===== config.mk =====
export PLATFORM = sky130hd
export DESIGN_NAME = tbt_mul
export DESIGN_NICKNAME = d
export VERILOG_FILES = /design/src/tbt_mul.sv
export SDC_FILE = /design/constraint.sdc
export NUM_CORES = 2
export LEC_CHECK = 0
export ABC_AREA = 1
export CAP_MARGIN = 10
export CELL_PAD_IN_SITES_DETAIL_PLACEMENT = 1
export CELL_PAD_IN_SITES_GLOBAL_PLACEMENT = 1
export CORE_UTILIZATION = 35
export DETAILED_ROUTE_END_ITERATION = 16
export DONT_BUFFER_PORTS = 1
export GPL_TIMING_DRIVEN = 0
export HOLD_SLACK_MARGIN = 0.06
export PLACE_DENSITY_LB_ADDON = 0.1
export SYNTH_ARGS = -nofsm -noshare
export SYNTH_HDL_FRONTEND = slang
export SYNTH_SLANG_ARGS = --single-unit

===== constraint.sdc =====
create_clock -name i_clk -period 7.53 [get_ports i_clk]
set_input_delay 1.1295 -clock i_clk [delete_from_list [all_inputs] [get_ports i_clk]]
set_output_delay 1.1295 -clock i_clk [all_outputs]
set_load 0.005 [all_outputs]

===== src/tbt_mul.sv =====
// two-stage signed multiplier, operand a split in two halves
module tbt_mul #(
    parameter int AW = 50,
    parameter int BW = 25
) (
    input  logic                     i_clk,
    input  logic                     i_en,
    input  logic signed [AW-1:0]     i_a,
    input  logic signed [BW-1:0]     i_b,
    output logic signed [AW+BW-1:0]  o_p
);
    localparam int LW = AW / 2;
    localparam int HW = AW - LW;
    localparam int PW = AW + BW;

    logic signed [LW:0]      w_a_lo;
    logic signed [HW-1:0]    w_a_hi;
    logic signed [LW+BW:0]   r_plo;
    logic signed [HW+BW-1:0] r_phi;
    logic signed [PW-1:0]    r_p;

    assign w_a_lo = $signed({1'b0, i_a[LW-1:0]});
    assign w_a_hi = i_a[AW-1:LW];

    // partial products, then the recombining add
    always_ff @(posedge i_clk) begin
        if (i_en) begin
            r_plo <= w_a_lo * i_b;
            r_phi <= w_a_hi * i_b;
            r_p   <= (PW'(r_phi) <<< LW) + PW'(r_plo);
        end
    end

    assign o_p = r_p;

endmodule


Word-level counts from Yosys, hierarchy flattened
Index checks and enable logic that the tools add are counted.
W data, S select, Z words.
{"block": "word_totals", "input_bits": 77, "elab_cells": 6, "output_inout_bits": 75, "reg_bits": 176}
{"block": "classes", "add_sub_neg": 1, "n_mul": 2}
{"cell": "$add A75 B51 Y75", "count": 1}
{"cell": "$mul A26 B25 Y51", "count": 1}
{"cell": "$mul A25 B25 Y50", "count": 1}

Longest topological paths before layout
{"block": "logic_depth", "word_depth": 1, "depth_mapped": 31, "mapped_depth_nobuf": 29}

Worst setup path after synthesis
OpenSTA, ideal clock, no wires.
{"block": "synth_path", "kind": "input port to flip-flop", "from": "input i_a[49]", "to": "register r_phi[49], data pin", "stages": 27, "t_arrival_ps": 7058, "slack_ps": 219, "cell_sequence": "clkbuf_1 clkbuf_1 nand2_1 inv_1 fa_1 fa_1 inv_1 fa_1 inv_1 fa_1 fa_1 inv_1 fa_1 inv_1 fa_1 ha_1 nand2_1 inv_1 nand3_1 nor2_1 nand2_1 nor2_1 nand2_1 inv_1 nor2_1 nand2_1 nand2_1"}
{"block": "synth_between", "elab_chain_len": 1}
{"item": "start: declaration", "line": "8", "source": "input logic signed [AW-1:0] i_a,"}
{"item": "$mul A25 B25 Y50", "line": "29", "source": "r_phi <= w_a_hi * i_b;"}
{"item": "end signal: assignment", "line": "29"}
{"item": "end: declaration", "line": "19", "source": "logic signed [HW+BW-1:0] r_phi;"}
Every way passes these cells.
A chain may end at the register's enable or synchronous reset.

Worst setup path in the final report
{"block": "layout_path", "from": "input i_b[1]", "to": "register r_phi[41], data pin"}
{"block": "layout_between", "elab_chain_len": 1}
{"item": "start: declaration", "line": "9", "source": "input logic signed [BW-1:0] i_b,"}
{"item": "$mul A25 B25 Y50", "line": "29"}
Every way passes these cells.

==> flow_results.org <==
** Clock tree
- Clock-pin slew was measured on the worst setup and hold paths at 80 ps.
- The clock passes through at most 2 buffers.
- The tree is rooted in a sky130_fd_sc_hd__clkbuf_16.
- After clock tree synthesis, the flow added hold-fix buffers numbering 0.
- Clock tree from TritonCTS :: built
- The number of clock buffers added by TritonCTS is 17.
- Clock latency on the worst-skew pair :: 490 ps
- Clock tree synthesis found a total of 176 sinks.
- The H-tree was split into 4 levels.

** Setup path
- Critical path start-end classification :: in2reg
- Along the worst path, the maximum fanout reaches 7.
- Critical-path cell list :: clkbuf_2, clkbuf_8, buf_8, nand2_1, inv_2, fa_2, fa_2, clkinvlp_4, buf_12, fa_1, inv_1, fa_1, fa_1, fa_1, fa_1, ha_1, nand2_1, nor2_2, nand2_1, nor3_2, nand3_1, nand4_1, nand2_1
- Largest incremental delay on the critical path :: 660 ps
- Kind of start point of the critical path :: input port
- Cell type of the slowest stage on the worst timing path :: sky130_fd_sc_hd__fa_2
- In this run the critical register-to-register path is launched from r_plo[50].
- Data on the critical path arrives at its endpoint at 7620 ps.
- Required time of the worst setup path :: 7760 ps
- The cell that appears most often on the critical path is sky130_fd_sc_hd__fa_1.
- STA classifies the critical path endpoint as a register.
- Reg-to-reg setup timing slack :: 4410 ps
- Worst setup startpoint :: i_b[1]

** Synthesis
- Compound-gate portion of the synthesized area :: 1.83%
- Synthesis handed over a netlist of 7,542 instances.
- Cell types with the largest area share after synthesis :: sky130_fd_sc_hd__fa_1 41%, sky130_fd_sc_hd__inv_1 15%, sky130_fd_sc_hd__nand2_1 15%
- Synthesis inferred 176 register bits.
- The synthesized netlist occupies a cell area of 57,300 sq um.
- Unique cell type count in the Yosys netlist :: 35
- Sequential share of the synthesized area :: 9.22%
- Number of warnings printed during yosys synthesis :: 0
- Parity-gate share of the synthesized area counting xor and xnor cells :: 1.60%
- Post-Synth Adder-Cell Area :: 50.2%
- Multiplexer share of the synthesized area :: 0%
- Synth top area share :: 41.4%
- Post-synth net total :: 9,206
- Of the total synthesized cell area, the portion taken by AND, OR, NAND and NOR gates is 19.8%.
- Per-instance average area after synthesis :: 7.60 sq um
- Synth area leader :: sky130_fd_sc_hd__fa_1
- By area, the combinational part of the netlist is dominated by adder cells.

** Cells and area
- From synthesis to final layout, the design area changed by 7.87%.
- Total number of nets in the final design :: 9,257
- The finished cells cover 61,800 sq um.
- In the final layout, the share of cells above drive strength 1 is 6.36%.

** Timing
- Normalized max-slew margin :: 23.7%
- The number of hold violations in the final report was 0.
- Timing would allow up to 0.135 GHz.
- The final-report max-slew violation count came to 0.
- Max Clock Skew :: 17.0 ps
- Share of the clock period used by the worst path after layout :: 98.2%
- Setup violations remaining at the end of the flow were counted as 0.
- Tightest Pin Transition :: 1140 ps
- Post-route minimum period :: 7390 ps
- Hold timing on the final database bottoms out at a slack of 423 ps.
- Setup repair after global routing missed its margin :: yes

** Worst hold path
- Min-Delay Startpoint :: r_plo[21]
- The path class of the tightest hold or removal check is reg2reg.

** GRT
- The first global-routing pass estimated 341 mm of wire.
- Entering global routing, the biggest net connects 177 pins.
- Number of antenna violations at the first check in global routing :: 17
- Global route total overflow :: 0
- Vias in the first global route :: 51,152
- Global routing used 28.9% of the available tracks.

** Placement
- Post-DP Area :: 60,300 sq um
- Sum of net half-perimeters after detailed placement :: 202 mm
- Global placement routability congestion :: 0.960
- Total of buffers placed on input and output ports :: 0

** Floorplanning
- Row generation in the floorplan step produced 148 rows.
- Core region area :: 163,000 sq um
- Die footprint :: 165,000 sq um
- Count of boundary I/O pins :: 152
- For this configuration, the core starts out at a cell density of 35.2%.
- Floorplan die width :: 407 um
- The die is 407 um tall.

** Drt
- Once detail routing completed, the nets flagged for antenna violations numbered 0.
- DR iter-0 viols :: 3,064
- Using the TritonRoute via totals, the vias-per-cell ratio works out to 4.80.
- Wires add up to 232 mm.
- For this block, the via count after detailed routing is 47,018.
- Detailed-routing iteration count for the pre-antenna-repair pass :: 5
- DRC violations left :: 0
- After detailed routing, the average wire length per cell comes to 23.7 um.

** Run status
- The flow ran to the end, and the final reports show no timing, DRC or antenna violations.

** Flow run
- Total of max-cap violations :: 0
## worst max-delay path: cells and delay by family
kind	cells	cell delay, ps
adders and majority gates	8	4270
and+or+nand+nor	8	1230
buffers and inverters	7	980
## area by class of cell
class / count / area [sq um]
clock buffer: 18 / 429
fill: 20026 / 101000
sequential: 176 / 5290
clock inverter: 14 / 158
tap: 2175 / 2720
inverter: 2360 / 8870
multi-input combinational: 4707 / 42300
timing repair buffer: 32 / 423
antenna: 5 / 12.5
buffer: 299 / 1680
## cells by family (layout without fill, tap and decap cells)
group / count (synthesis) / in the layout
compound gates: 191 / 191
xor+xnor: 105 / 105
fa+ha+maj: 1587 / 1587
buf+inv: 2659 / 2723
flops: 176 / 176
other cells: 0 / 5
simple gates: 2824 / 2824
## through the flow
| step | setup slack, ps | TNS [ps] | cells | utilization [%] |
|---|---|---|---|---|
| 4_1_cts | 0.951 | 0 | 9772 | 37.7 |
| 5_1_grt | -30.0 | -54.5 | 9781 | 38.0 |
| 3_5_place_dp | -2180 | -75830 | 9733 | 37.1 |
| 3_3_place_gp | -2260 | -80590 | 9717 | 36.9 |
| 6_report | 137 | 0 | 9786 | 38.0 |
| 2_1_floorplan | 219 | 0 | 7542 | - |
## routing by layer
| layer | global-route usage, % | vias up | share of wire (%) |
|---|---|---|---|
| met1 | 39.5 | 24357 | 45 |
| li1 | - | 21255 | - |
| met2 | 47.2 | 1183 | 46 |
| met5 | 0 | - | 0.0056 |
| met3 | 4.23 | 221 | 6.2 |
| met4 | 8.20 | 2 | 3.1 |
## state kept, by name, summed over array words and instances (netlist names)
register	count
o_p	75
r_phi	50
r_plo	51
## cells in the mapped netlist, drive strengths merged
cell,count
or2,20
xor2,65
and2,3
clkbuf,299
o211ai,1
a21o,4
o21bai,16
nand2,2280
ha,402
fa,1185
inv,2360
edfxtp,176
o21ai,34
nor2,296
nand3,148
o21a,2
nand4,49
nor4,1
xnor2,40
and3,1
nor3,25
nand3b,1
a21oi,134
## worst paths after layout
path / endpoint / cells past startpoint
min reg2reg: o_p[21] / 0
max reg2reg: o_p[63] / 9
max: r_phi[41] / 23
min: o_p[21] / 0
## cell usage in the layout (no fill, tap or decap), types with 4 or more instances in the layout
cell / n
sky130_fd_sc_hd__ha_1: 386
sky130_fd_sc_hd__o21bai_1: 16
sky130_fd_sc_hd__nand3_1: 132
sky130_fd_sc_hd__inv_6: 6
sky130_fd_sc_hd__buf_8: 16
sky130_fd_sc_hd__inv_8: 5
sky130_fd_sc_hd__fa_1: 1175
sky130_fd_sc_hd__edfxtp_1: 176
sky130_fd_sc_hd__or2_2: 20
sky130_fd_sc_hd__nand3_2: 16
sky130_fd_sc_hd__nand2_1: 2245
sky130_fd_sc_hd__clkbuf_2: 149
sky130_fd_sc_hd__a21oi_1: 120
sky130_fd_sc_hd__a21o_1: 4
sky130_fd_sc_hd__clkbuf_1: 55
sky130_fd_sc_hd__ha_2: 10
sky130_fd_sc_hd__clkbuf_4: 45
sky130_fd_sc_hd__nand2_2: 34
sky130_fd_sc_hd__clkbuf_16: 18
sky130_fd_sc_hd__nand4_1: 49
sky130_fd_sc_hd__inv_1: 2349
sky130_fd_sc_hd__diode_2: 5
sky130_fd_sc_hd__buf_6: 5
sky130_fd_sc_hd__xnor2_1: 40
sky130_fd_sc_hd__buf_2: 25
sky130_fd_sc_hd__nor3_1: 10
sky130_fd_sc_hd__nor3_2: 13
sky130_fd_sc_hd__inv_2: 8
sky130_fd_sc_hd__o21ai_0: 32
sky130_fd_sc_hd__nor2_1: 261
sky130_fd_sc_hd__fa_2: 10
sky130_fd_sc_hd__buf_4: 28
sky130_fd_sc_hd__xor2_1: 64
sky130_fd_sc_hd__nor2_2: 29
sky130_fd_sc_hd__ha_4: 6
sky130_fd_sc_hd__a21oi_2: 14
sky130_fd_sc_hd__nor2_4: 6
## timing repair
item	4_1_cts	5_1_grt
gates cloned	0	0
buffers inserted	7	9
resized for setup	181	408
setup endpoints to repair	65	63
pin swaps	2	5
Power is not shown: default switching activity piles up to over one toggle a cycle in this logic, so the estimate is an artifact.
